--- src/rtl/core/fdr_div_cell.sv ---
// one restoring divide cell: settles a single quotient bit and passes the beat on
// uses no package
module fdr_div_cell #(
  parameter int REM_W = 62,
  parameter int DVS_W = 32,
  parameter int QUO_W = 31,
  parameter int SB_W  = 1,
  parameter int STEP  = 0
) (
  input  logic             clk,
  input  logic             rst_n,
  input  logic             en,
  input  logic             vld_i,
  input  logic [REM_W-1:0] rem_i,
  input  logic [DVS_W-1:0] dvs_i,
  input  logic [QUO_W-1:0] quo_i,
  input  logic [SB_W-1:0]  sb_i,
  output logic             vld_o,
  output logic [REM_W-1:0] rem_o,
  output logic [DVS_W-1:0] dvs_o,
  output logic [QUO_W-1:0] quo_o,
  output logic [SB_W-1:0]  sb_o
);

  logic [REM_W-1:0] sub_w;
  logic             ge;
  logic             vld_r;
  logic [REM_W-1:0] rem_r, rem_nxt;
  logic [DVS_W-1:0] dvs_r;
  logic [QUO_W-1:0] quo_r, quo_nxt;
  logic [SB_W-1:0]  sb_r;

  always_comb begin
    sub_w   = REM_W'(dvs_i) << STEP;
    ge      = rem_i >= sub_w;
    rem_nxt = ge ? (rem_i - sub_w) : rem_i;
    quo_nxt = quo_i | (QUO_W'(ge) << STEP);
  end

  always_ff @(posedge clk) begin
    if (!rst_n) begin
      vld_r <= 1'b0;
    end else if (en) begin
      vld_r <= vld_i;
    end
  end

  always_ff @(posedge clk) begin
    if (en) begin
      rem_r <= rem_nxt;
      dvs_r <= dvs_i;
      quo_r <= quo_nxt;
      sb_r  <= sb_i;
    end
  end

  assign vld_o = vld_r;
  assign rem_o = rem_r;
  assign dvs_o = dvs_r;
  assign quo_o = quo_r;
  assign sb_o  = sb_r;

endmodule

--- config.mk ---
export PLATFORM = sky130hd
export DESIGN_NAME = fdr_div_cell
export DESIGN_NICKNAME = d
export VERILOG_FILES = /design/src/rtl/core/fdr_div_cell.sv
export SDC_FILE = /design/constraint.sdc
export NUM_CORES = 1
export LEC_CHECK = 0
export ABC_CLOCK_PERIOD_IN_PS = 3500
export BUFFER_PORTS_ARGS = -buffer_cell sky130_fd_sc_hd__buf_2
export CAP_MARGIN = 20
export CELL_PAD_IN_SITES_DETAIL_PLACEMENT = 1
export CELL_PAD_IN_SITES_GLOBAL_PLACEMENT = 1
export CORE_UTILIZATION = 38
export DETAILED_ROUTE_END_ITERATION = 16
export PLACE_DENSITY_LB_ADDON = 0.05
export SYNTH_ARGS = -nofsm -noshare
export SYNTH_HDL_FRONTEND = slang
export SYNTH_SLANG_ARGS = --single-unit
export TNS_END_PERCENT = 1
--- constraint.sdc ---
create_clock -name clk -period 3.5 [get_ports clk]
set_clock_uncertainty 0.1 [all_clocks]
set_input_delay 0 -clock clk [delete_from_list [all_inputs] [get_ports clk]]
set_output_delay 0 -clock clk [all_outputs]
set_load 0.01 [all_outputs]
Yosys cells after proc, flatten, opt, wreduce, memory -nomap -nowiden --
Index checks and enable logic that the tools add are counted. Widths: inputs -> output; s select.
Cells by class: $add $sub $neg 1, magnitude comparators 1, muxes and demuxes 1, bitwise logic cells 1
Operator list (number):
- $ge 62x32->1 | 1
- $mux 62 | 1
- $sub 62x32->62 | 1
- $or 31x1->31 | 1
Storage, ports and cells: bits in registers 127, input bits 130, output and inout port bits 127, word-level logic and storage cells 9

Logic depth before layout (Yosys ltp) --
depth after elaboration 2, gate-level depth with buffers 13, depth with buffers taken out 11

Worst setup path after synthesis --
No wires, ideal clock.
kind input to register, from input port dvs_i[4], to register rem_r[51] (netlist: rem_o[51]), data pin, library setup time 0.279 ns, arrival time 2.409 ns, required time 3.121 ns, slack 0.712 ns, stages on the path 10, path buffers 0, cells stage by stage inv_1 > ha_1 > a21o_1 > a211o_1 > o21ai_0 > o21ai_0 > o21ai_0 > o31ai_1 > a2111oi_0 > xor2_1
On the way: longest elaborated chain between the ends 2, elaborated cells between the ends (all ways) 3, those cells by class add/sub (1); order compare (1); mux (1)
RTL lines:
- start, declared | line 15 | input logic [DVS_W-1:0] dvs_i,
- $sub 62x32->62 / $ge 62x32->1 (equally long branches) | line 36, 35
- $mux 62 * | line 36 | rem_nxt = ge ? (rem_i - sub_w) : rem_i;
- named net rem_nxt[51] | line 28 | logic [REM_W-1:0] rem_r, rem_nxt;
- end signal, assigned | line 50 | rem_r <= rem_nxt;
- end, declared | line 28
Mark *: on every way through the listed nets, which the timed path passes. The rest lies on a longest branch. A chain may end at the register's enable or synchronous reset.

Final worst setup path --
from input port dvs_i[30], to register rem_r[51] (netlist: rem_o[51]), data pin
Same word-level chain as after synthesis.

==> run_results.csv <==
group,metric,value,unit
cts,clockRootBuffer,"clkbuf_16",
synthesis,ys.flop_type,"edfxtp_1",
synthesis,avgSynthCellArea,11.1,um2
hold_path,min_path_cells,2,
floorplan,die_area,18500,um2
hold_path,hold_path_end,"dvs_o[20]",
global_routing,grt_max_degree,128,
cts,htreeDepth,4,
cts,cts_sinks,127,
status,status,"complete, no violations",
finish,stdcell_area,10300,um2
synthesis,synth_area,6820,um2
worst_setup_path,cp_top_family,"compound AO/OA/AOI/OAI gates",
floorplan,core,17400,um2
hold_path,min_from,"en",
cts,cts_setup_buffers,0,
place,placed_area,8450,um2
worst_setup_path,rrSetupSlack,2.24,ns
worst_setup_path,reg2reg_depth,3,
worst_setup_path,start_kind,"input pin",
floorplan,pin_count,257,
cts,cts_tree,"yes",
synthesis,synth_async_sr_flop_share,0,%
cts,insertion_delay,0.43,ns
worst_setup_path,critPathBufInv,4,
synthesis,yosysUniqueCellTypes,55,
worst_setup_path,crit_path_max_fanout,15,
route,post_drt_wl_per_cell,18.7,um
finish,area_growth_syn_to_layout,51.4,%
finish,mostFrequentLayoutCells,"buf_2 (255), dlygate4sd3_1 (128), edfxtp_1 (126)",
worst_setup_path,reg2reg_to,"vld_o",
global_routing,grt_pass1_vias,6895,
worst_setup_path,critical_path_required,3.53,ns
global_routing,antenna_found_initial,0,
synthesis,synthCells,614,
place,io_buffer_count,256,
worst_setup_path,setup.worst_path.end_class,"flop",
timing,whs,0.0319,ns
finish,final_common_cell,"buf_2",
pwr,leakage,4.43,nW
floorplan,rows,48,
global_routing,grt_overflow_total,0,
pwr,ir_drop,0.000353,V
global_routing,grt_first_pass_wirelength,36400,um
worst_setup_path,critPathKind,"in2reg",
synthesis,yosys_warnings,0,
place,place_hpwl,15800,um
timing,period_minus_slack,3.36,ns
route,viasPerCell,5.09,
synthesis,syn_nets,777,
floorplan,dieWidth,136,um
route,firstDrtPassIters,4,
synthesis,ys_ff_latch,127,
route,vias,6346,
finish,nets,1172,
timing,post-route-period-util,96.0,%
route,drt_iter0_markers,399,
finish,antenna_cells,0,
cts,cts_buffers,17,
place,place.gp.congestion,0.795,
hold_path,hold_class,"in2reg",
timing,setup_violations,0,
finish,layout-drive-gt1-share,31.3,%
route,remaining_drc_errors,0,
timing,worst_slew_pin_slew,0.883,ns
worst_setup_path,cp.arrival,3.39,ns
synthesis,synth_edf_count,126,
pwr,total_power,0.00467,W
timing,slew_violations,0,
worst_setup_path,reg2reg_from,"vld_o",
route,routed_wl,23300,um
cts,cts_buffer_depth,2,
worst_setup_path,slowest_stage,"dlygate4sd3_1",
pwr,power.density,452,nW/um2
flow_run,drv_cap,0,
floorplan,fp.dieH,136,um
global_routing,grtUsageTotal,26.0,%
cts,clk_pin_slew,0.06,ns
timing,timing.slew.headroom,40.8,%
timing,finalHoldViolCount,0,
worst_setup_path,slowest_delay,0.54,ns
route,ant_nets,0,
timing,fmax,0.298,GHz
floorplan,start_util,39.2,%
worst_setup_path,path_cells,"dlygate4sd3_1, buf_2, inv_1, ha_1, nand4_1, or3_1, o211ai_1, a21o_1, o21bai_1, buf_4, a2111oi_1, xor2_1",
synthesis,ys_seq_area_share,55.8,%
-- repair_timing --
item	4_1_cts	5_1_grt
endpoints found under the setup margin	0	5
gates resized for setup	0	3
hold buffers	128	0
endpoints found under the hold margin	127	0
-- cell type report --
cell class              count  area (um2)
clock buffers              17         425
multi-input cells         424        2790
flip-flops and latches    127        3800
repair buffers            399        2720
clock inverters            14         158
well taps                 225         282
fillers                  1924        7090
inverters                  40         150
-- cells by family after synthesis --
logic type	count (synthesis)	synth area share, %
AO/OA/AOI/OAI	142	12.7
buffers and inverters	63	3.52
multiplexers	2	0.294
adder cells (fa/ha/maj)	33	6.16
flip-flops	127	55.8
XOR/XNOR	59	7.58
AND/OR/NAND/NOR	188	14.0
-- synthesized netlist by cell type (3+ instances only) --
master,number,area share [%]
nand2_1,67,3.7
nor3_1,15,1.1
nor4_1,14,1.3
nor2_1,27,1.5
or4_1,3,0.33
and3_1,8,0.73
inv_1,40,2.2
xor2_1,42,5.4
buf_2,3,0.22
o211ai_1,7,0.77
o31ai_1,3,0.33
nand2b_1,8,0.73
or4_4,3,0.50
a21o_1,11,1.2
edfxtp_1,126,55
a21oi_1,35,2.6
o21bai_1,6,0.66
buf_1,3,0.17
nand4_1,7,0.64
or3_1,12,1.1
or2_2,5,0.46
xnor2_1,17,2.2
a2111oi_0,4,0.51
clkbuf_1,17,0.94
o21a_1,3,0.33
ha_1,32,5.9
o21ai_0,54,4.0
nand3_1,7,0.51
-- where the power goes --
part           switching, W  internal, W  total [W]
logic              0.000535     0.000432   0.000967
clock network      0.000733      0.00106    0.00179
registers         0.0000437      0.00186    0.00191
-- sequential cells by signal, indices dropped and copies added (netlist names) --
signal and cells:
sb_o 1, vld_o 1, quo_o 31, rem_o 62, dvs_o 32
-- metal layers --
metal  up-vias  wire length [um]  GRT usage, %
li1       3058                 -             -
met1      3054              9550          30.5
met2       204             12300          48.0
met3        30              1050          4.25
met4         0               368          7.96
met5         -                 0             0
-- stage by stage --
| stage | worst slack, ns | instances | TNS (ns) | utilization [%] |
|---|---|---|---|---|
| finish | 0.141 | 1246 | 0 | 59.3 |
| detailed placement | 0.230 | 1087 | 0 | 48.5 |
| global placement | 0.292 | 1087 | 0 | 48.5 |
| global route | -0.0574 | 1246 | -0.0574 | 59.3 |
| CTS | 0.0986 | 1246 | 0 | 59.2 |
| floorplan | 0.712 | 614 | 0 | - |
-- how the worst max path moves through the flow --
stage | cells after the start | to | slack (ns) | from
floorplan | 10 | rem_o[51] | 0.71 | dvs_i[4]
global placement | 14 | rem_o[43] | 0.29 | dvs_i[2]
detailed placement | 14 | rem_o[43] | 0.23 | dvs_i[2]
CTS | 15 | rem_o[43] | 0.1 | dvs_i[2]
global route | 13 | rem_o[51] | -0.06 | dvs_i[25]
finish | 12 | rem_o[51] | 0.14 | dvs_i[30]
No activity file was read; power rests on OpenSTA's default activity.
