## src/rtl/core/fdr_pkg.sv

```systemverilog
// shared types and constants for the dielectric fresnel reflectance pipeline
// no dependencies
package fdr_pkg;

  localparam int ETA_W   = 16;  // unsigned q4.12 index
  localparam int COS_W   = 17;  // signed q2.15 cosine
  localparam int C_W     = 16;  // cosine magnitude, q1.15
  localparam int REFL_W  = 16;  // unsigned q1.15 reflectance
  localparam int S2_W    = 31;  // sin^2, q30
  localparam int PROD_W  = 32;  // 16x16 products
  localparam int NUM_W   = 62;  // transmitted cos^2 dividend
  localparam int QUO_W   = 31;  // quotients, q30
  localparam int RES_W   = 32;  // square root partial result
  localparam int RDD_W   = 63;  // ratio dividend
  localparam int SQR_W   = 61;  // squared ratio
  localparam int SQRT_STEPS = 16;

  localparam logic [REFL_W-1:0] ONE_Q15 = 16'd32768;
  localparam logic [QUO_W-1:0]  ONE_Q30 = 31'h4000_0000;

  localparam int CFG_IDX_W = 1;
  localparam logic [CFG_IDX_W-1:0] REG_ETA_INC = 1'b0;
  localparam logic [CFG_IDX_W-1:0] REG_ETA_TRN = 1'b1;

  typedef struct packed {
    logic             tir;
    logic [ETA_W-1:0] ni;
    logic [ETA_W-1:0] nt;
    logic [C_W-1:0]   c;
  } fdr_geo_t;

  localparam int GEO_W = $bits(fdr_geo_t);

endpackage

```

## src/rtl/core/fdr_sqrt_cell.sv

```systemverilog
// one digit-by-digit square root cell: settles a single root bit per beat
// depends on fdr_pkg
module fdr_sqrt_cell #(
  parameter int K    = 0,
  parameter int SB_W = 1
) (
  input  logic                      clk,
  input  logic                      rst_n,
  input  logic                      en,
  input  logic                      vld_i,
  input  logic [fdr_pkg::QUO_W-1:0] v_i,
  input  logic [fdr_pkg::RES_W-1:0] res_i,
  input  logic [SB_W-1:0]           sb_i,
  output logic                      vld_o,
  output logic [fdr_pkg::QUO_W-1:0] v_o,
  output logic [fdr_pkg::RES_W-1:0] res_o,
  output logic [SB_W-1:0]           sb_o
);

  logic [fdr_pkg::RES_W-1:0] bit_w, trial;
  logic                      ge;
  logic                      vld_r;
  logic [fdr_pkg::QUO_W-1:0] v_r, v_nxt;
  logic [fdr_pkg::RES_W-1:0] res_r, res_nxt;
  logic [SB_W-1:0]           sb_r;

  always_comb begin
    bit_w   = fdr_pkg::RES_W'(1) << (2 * K);
    trial   = res_i + bit_w;
    ge      = fdr_pkg::RES_W'(v_i) >= trial;
    v_nxt   = ge ? (v_i - trial[fdr_pkg::QUO_W-1:0]) : v_i;
    res_nxt = ge ? ((res_i >> 1) + bit_w) : (res_i >> 1);
  end

  always_ff @(posedge clk) begin
    if (!rst_n) begin
      vld_r <= 1'b0;
    end else if (en) begin
      vld_r <= vld_i;
    end
  end

  always_ff @(posedge clk) begin
    if (en) begin
      v_r   <= v_nxt;
      res_r <= res_nxt;
      sb_r  <= sb_i;
    end
  end

  assign vld_o = vld_r;
  assign v_o   = v_r;
  assign res_o = res_r;
  assign sb_o  = sb_r;

endmodule

```

## config.mk

```make
export PLATFORM = sky130hd
export DESIGN_NAME = fdr_sqrt_cell
export DESIGN_NICKNAME = d
export VERILOG_FILES = /design/src/rtl/core/fdr_pkg.sv /design/src/rtl/core/fdr_sqrt_cell.sv
export SDC_FILE = /design/constraint.sdc
export NUM_CORES = 1
export LEC_CHECK = 0
export BUFFER_PORTS_ARGS = -buffer_cell sky130_fd_sc_hd__buf_2
export CORE_AREA = 3 3 88 132
export CTS_BUF_LIST = sky130_fd_sc_hd__clkbuf_4
export CTS_CLUSTER_SIZE = 28
export DETAILED_ROUTE_END_ITERATION = 6
export DIE_AREA = 0 0 91 135
export PLACE_DENSITY_LB_ADDON = 0.08
export SKIP_LAST_GASP = 1
export SYNTH_ARGS = -nofsm -noshare
export SYNTH_HDL_FRONTEND = slang
export SYNTH_SLANG_ARGS = --single-unit
```

## constraint.sdc

```tcl
create_clock -name clk -period 4.7 [get_ports clk]
set_input_delay 0.47 -clock clk [delete_from_list [all_inputs] [get_ports clk]]
set_output_delay 0.47 -clock clk [all_outputs]
set_load 0.02 [all_outputs]
```

; Yosys cells after proc, flatten, opt, wreduce, memory -nomap -nowiden
; Cells that the tools add are included.
[op_classes]
n_lt_le_gt_ge = 1
mux = 2
add_sub_neg = 3
[ops]
columns = operator, n
row1 = 31-bit 2-to-1 mux, 2
row2 = 31-bit by 1-bit adder with 32-bit output (second input constant), 1
row3 = 32-bit by 1-bit adder with 32-bit output (second input constant), 1
row4 = 31-bit by 32-bit greater-or-equal comparator with 1-bit output, 1
row5 = 31-bit subtractor, 1
[totals]
output_inout_bits = 65
register_bits = 65

; Logic depth before layout (Yosys ltp)
[logic_depth]
depth_word = 3
depth_mapped = 21
depth_no_buf = 18

; Least setup slack after synthesis
; OpenSTA, ideal clock, no wires.
[synth_timing]
path_type = input port to flip-flop
startpoint = input res_i[1] in the netlist's numbering
endpoint = register v_r (netlist bit v_o[25]), data pin
arrival_time_ns = 4.207
required_ns = 4.444
path_slack_ns = 0.237
path_stages = 20
cell_sequence = ha_1 -> and3_1 -> and3_1 -> and3_1 -> clkbuf_1 -> and3_1 -> and3_1 -> nand2_1 -> xor2_1 -> ha_1 -> buf_2 -> nand4_2 -> nor2_1 -> a2111oi_4 -> o31ai_2 -> a221o_2 -> a221o_1 -> a21oi_2 -> xor2_1 -> o21ai_1
[synth_via]
elab_chain_len = 3
word_cells_on_any_way = 4
classes_between = 2 x add/sub / 1 x order compare / 1 x mux
[synth_rtl]
columns = element, line
row1 = "start, declared", fdr_sqrt_cell.sv:12  ; input logic [fdr_pkg::RES_W-1:0] res_i,
row2 = 32-bit by 1-bit adder with 32-bit output *, fdr_sqrt_cell.sv:29  ; trial = res_i + bit_w;
row3 = 31-bit subtractor / 31-bit by 32-bit greater-or-equal comparator with 1-bit output (equally long branches), "fdr_sqrt_cell.sv:31, fdr_sqrt_cell.sv:30"
row4 = 31-bit 2-to-1 mux *, fdr_sqrt_cell.sv:31  ; v_nxt = ge ? (v_i - trial[fdr_pkg::QUO_W-1:0]) : v_i;
row5 = net v_nxt (one bit), fdr_sqrt_cell.sv:23  ; logic [fdr_pkg::QUO_W-1:0] v_r, v_nxt;
row6 = "end signal, assigned", fdr_sqrt_cell.sv:45  ; v_r <= v_nxt;
row7 = "end, declared", fdr_sqrt_cell.sv:23
; Mark *: on every way through the listed nets, which the timed path passes. The rest lies on a longest branch.
; A chain may end at the register's enable or synchronous reset.

; Worst setup path after layout
[layout_timing]
startpoint = input res_i[3] in the netlist's numbering
endpoint = register res_r (netlist bit res_o[15]), data pin
[layout_via]
elab_chain_len = 3
word_cells_on_any_way = 4
classes_between = 2 x add/sub / 1 x order compare / 1 x mux
[layout_rtl]
columns = element, line
row1 = 32-bit by 1-bit adder with 32-bit output, fdr_sqrt_cell.sv:29
row2 = 31-bit by 32-bit greater-or-equal comparator with 1-bit output, fdr_sqrt_cell.sv:30  ; ge = fdr_pkg::RES_W'(v_i) >= trial;
row3 = 31-bit 2-to-1 mux *, fdr_sqrt_cell.sv:32  ; res_nxt = ge ? ((res_i >> 1) + bit_w) : (res_i >> 1);
row4 = net res_nxt (one bit), fdr_sqrt_cell.sv:24  ; logic [fdr_pkg::RES_W-1:0] res_r, res_nxt;
row5 = "end signal, assigned", fdr_sqrt_cell.sv:46  ; res_r <= res_nxt;
row6 = "end, declared", fdr_sqrt_cell.sv:24
; Marks and branches as above.

==> impl_metrics.env <==
export IMPL_grt_max_degree=66
export IMPL_vias=4657
export IMPL_end_kind="register"
export IMPL_cts_resized=0
export IMPL_hp_class="in -> reg"
export IMPL_syn_inst=552
export IMPL_n_antenna_cell=0
export IMPL_yosysTopAreaCellShare=0.368
export IMPL_wirelength_um=15200
export IMPL_drc_errors=0
export IMPL_cp_top_family="simple AND/OR/NAND/NOR gates"
export IMPL_setup_viol_count_final=0
export IMPL_die_w_um=91
export IMPL_grt_pass1_wl_um=23800
export IMPL_synth_edf_count=64
export IMPL_drive_gt1_frac=0.279
export IMPL_areaGrowthSynthToFinish_pct=19.0
export IMPL_synth_area_leaders="edfxtp_1 37%, ha_1 7.9%, xnor2_1 7.2%"
export IMPL_top_usage_layer="met2"
export IMPL_cts_setup_buffers=0
export IMPL_reg2reg_to="vld_o$_SDFFE_PN0P_"
export IMPL_max_stage_delay_ns=0.43
export IMPL_synth_seq_cells=65
export IMPL_crit_type="in -> reg"
export IMPL_final_util=0.588
export IMPL_nNetsFinal=793
export IMPL_syn_nets=654
export IMPL_drt_iter0_drc=274
export IMPL_yosys_top_cells_count="76 x nand2_1, 64 x edfxtp_1, 43 x xnor2_1"
export IMPL_cpMostUsedCell="and3_1"
export IMPL_r2r_slack_ns=4.09
export IMPL_antenna_found_initial=0
export IMPL_drt_antenna_violating_nets=0
export IMPL_overflow=0
export IMPL_finClkSkew_ns=0
export IMPL_finalCriticalPeriod_ns=4.30
export IMPL_grt_usage=0.249
export IMPL_cp_data_required_time_ns=4.92
export IMPL_start_kind="input pin"
export IMPL_cp_cell_sequence="buf_2 > and4_1 > and3_1 > and3_1 > and3_1 > nand2_1 > nor2_1 > xnor2_1 > ha_1 > nand3_1 > or2_1 > o221ai_2 > o21ai_0 > a211oi_2 > o31a_2 > buf_4 > nand4_1 > xnor2_1"
export IMPL_post_drt_via_cell_ratio=5.54
export IMPL_reg2regPathDepth=2
export IMPL_dpl_cell_area_mm2=0.00608
export IMPL_cts_root_buf="clkbuf_4"
export IMPL_clk_insertion_delay_late_ns=0.44
export IMPL_holdPathEnd="sb_o$_DFFE_PP_"
export IMPL_synth_seq_area_share=0.371
export IMPL_synth_top_area_cell="edfxtp_1"
export IMPL_gp_congestion=0.912
export IMPL_fmax_ghz=0.233
export IMPL_ys_dominant_reg_cell="edfxtp_1"
export IMPL_post_layout_nonfiller_instances=840
export IMPL_hold_slack_ns=0.189
export IMPL_drt_first_pass_iters=4
export IMPL_grt_use_met3=0.0474
export IMPL_ys_warn_count=0
export IMPL_io_buffers=132
export IMPL_cts_buffers=9
export IMPL_clock_sinks=65
export IMPL_p_leak_nw=2.62
export IMPL_status="finished, final reports clean"
export IMPL_hp_start="sb_i"
export IMPL_cap_violations=0
export IMPL_worst_r2r_startpoint="vld_o$_SDFFE_PN0P_"
export IMPL_setup_ws_ns=0.404
export IMPL_htreeDepth=3
export IMPL_placed_cells=824
export IMPL_initial_core_util=0.494
export IMPL_grt_util_met1=0.262
export IMPL_cts_buffer_depth=2
export IMPL_synth_cell_type_count=61
export IMPL_core_area_mm2=0.0106
export IMPL_num_io_pins=133
export IMPL_preCtsSetupSlack_ns=-0.0392
export IMPL_worstHoldPathCells=1
export IMPL_slew_viol_final=0
export IMPL_tightest_slew_ns=0.871
export IMPL_syn_area_per_cell_um2=9.47
export IMPL_rows=46
export IMPL_ir_drop_uv=181
export IMPL_finalCritPeriodShare=0.914
export IMPL_avgRoutedWirePerCell_um=18.1
export IMPL_hold_violations=0
export IMPL_crit_path_max_fanout=13
export IMPL_gr_usage_met2=0.461
export IMPL_p_per_area_mw_per_mm2=272
export IMPL_rsz0062_at_grt="no"
export IMPL_cp_arrival_ns=4.51
export IMPL_yosysMostFrequentCell="nand2_1"
export IMPL_crit_path_top_delay_cell="ha_1"
export IMPL_cts_hold_buf=0
export IMPL_stdcell_area_mm2=0.00622
export IMPL_netlist_area_mm2=0.00523
export IMPL_fp_dieH_um=135
export IMPL_slew_headroom=0.419
export IMPL_cts_tree="built"
export IMPL_synthArstFlopShare=0
export IMPL_crit_buf_inv=2
export IMPL_hpwl_um=12100
export IMPL_die_area_mm2=0.0123
export IMPL_path_clk_slew_ns=0.12
export IMPL_grt_pass1_vias=4665
area by class of cell:
| class | count | area [um^2] |
|---|---|---|
| Fill cell | 995 | 4370 |
| Multi-Input combinational cell | 453 | 3090 |
| Sequential cell | 65 | 1940 |
| Timing Repair Buffer | 153 | 831 |
| Tap cell | 144 | 180 |
| Clock inverter | 7 | 77.6 |
| Clock buffer | 9 | 67.6 |
| Inverter | 9 | 33.8 |
per-stage QoR:
stage                     setup TNS [ns]  total power, W
after global routing                   0         0.00179
after floorplan                        0         0.00111
after detailed placement          -0.114         0.00130
after global placement           -0.0259         0.00130
after CTS                              0         0.00171
final                                  0         0.00169
worst register-to-register path, cell delays in order, from the launching register on:
cell and delay, ns:
dfxtp_1 0.36, mux2i_1 0.07, nor2b_1 0.14
layer usage:
layer / up-vias / wire length (um)
li1: 2311 / -
met1: 2168 / 5680
met2: 142 / 8060
met3: 36 / 744
met4: 0 / 760
met5: - / 0
flip-flops by register name, summed over array words and instances (netlist names):
name / count
sb_o: 1
res_o: 32
vld_o: 1
v_o: 31
cell usage in the layout (no fill, tap or decap), types with 4 or more instances in the layout:
master    netlist  layout
buf_4           4      20
a21o_1         14      14
o21bai_1        5       5
and3_1         15      15
o21a_1          4       4
nand2b_1        4       4
a211oi_1        5       5
edfxtp_1       64      64
ha_1           33      33
nor2_1         29      29
clkbuf_4        0       9
nand3_1        34      34
and2_1          4       4
a21oi_1        22      22
nor3_1          5       5
buf_2           7     132
inv_1           9       9
o21ai_0        35      35
nand2_1        76      76
nand4_1        20      20
o21ai_1         5       5
xor2_1         42      42
xnor2_1        43      43
worst max-delay path by stage:
stage / to / cells past startpoint / start / slack, ns
after floorplan: v_o[25]$_DFFE_PP_ / 20 / res_i[1] / 0.24
after global placement: v_o[25]$_DFFE_PP_ / 18 / res_i[3] / -0.03
after detailed placement: res_o[15]$_DFFE_PP_ / 18 / res_i[3] / -0.04
after CTS: res_o[15]$_DFFE_PP_ / 18 / res_i[3] / 0.45
after global routing: res_o[15]$_DFFE_PP_ / 18 / res_i[3] / 0.06
final: res_o[15]$_DFFE_PP_ / 18 / res_i[3] / 0.40
cell families after synthesis:
family	after synthesis	synth area share
AO/OA/AOI/OAI	122	0.164
XOR/XNOR	85	0.142
adder cells (fa/ha/maj)	34	0.0828
buffers and inverters	34	0.0371
flip-flops	65	0.371
multiplexers	2	0.00383
AND/OR/NAND/NOR	210	0.198
where the power goes:
part	internal (W)	switching, W	total, W
registers	0.000704	0.0000128	0.000717
clock network	0.000166	0.000238	0.000404
logic	0.000220	0.000352	0.000572
total	0.00109	0.000603	0.00169
(Power assumes the default switching activity.)
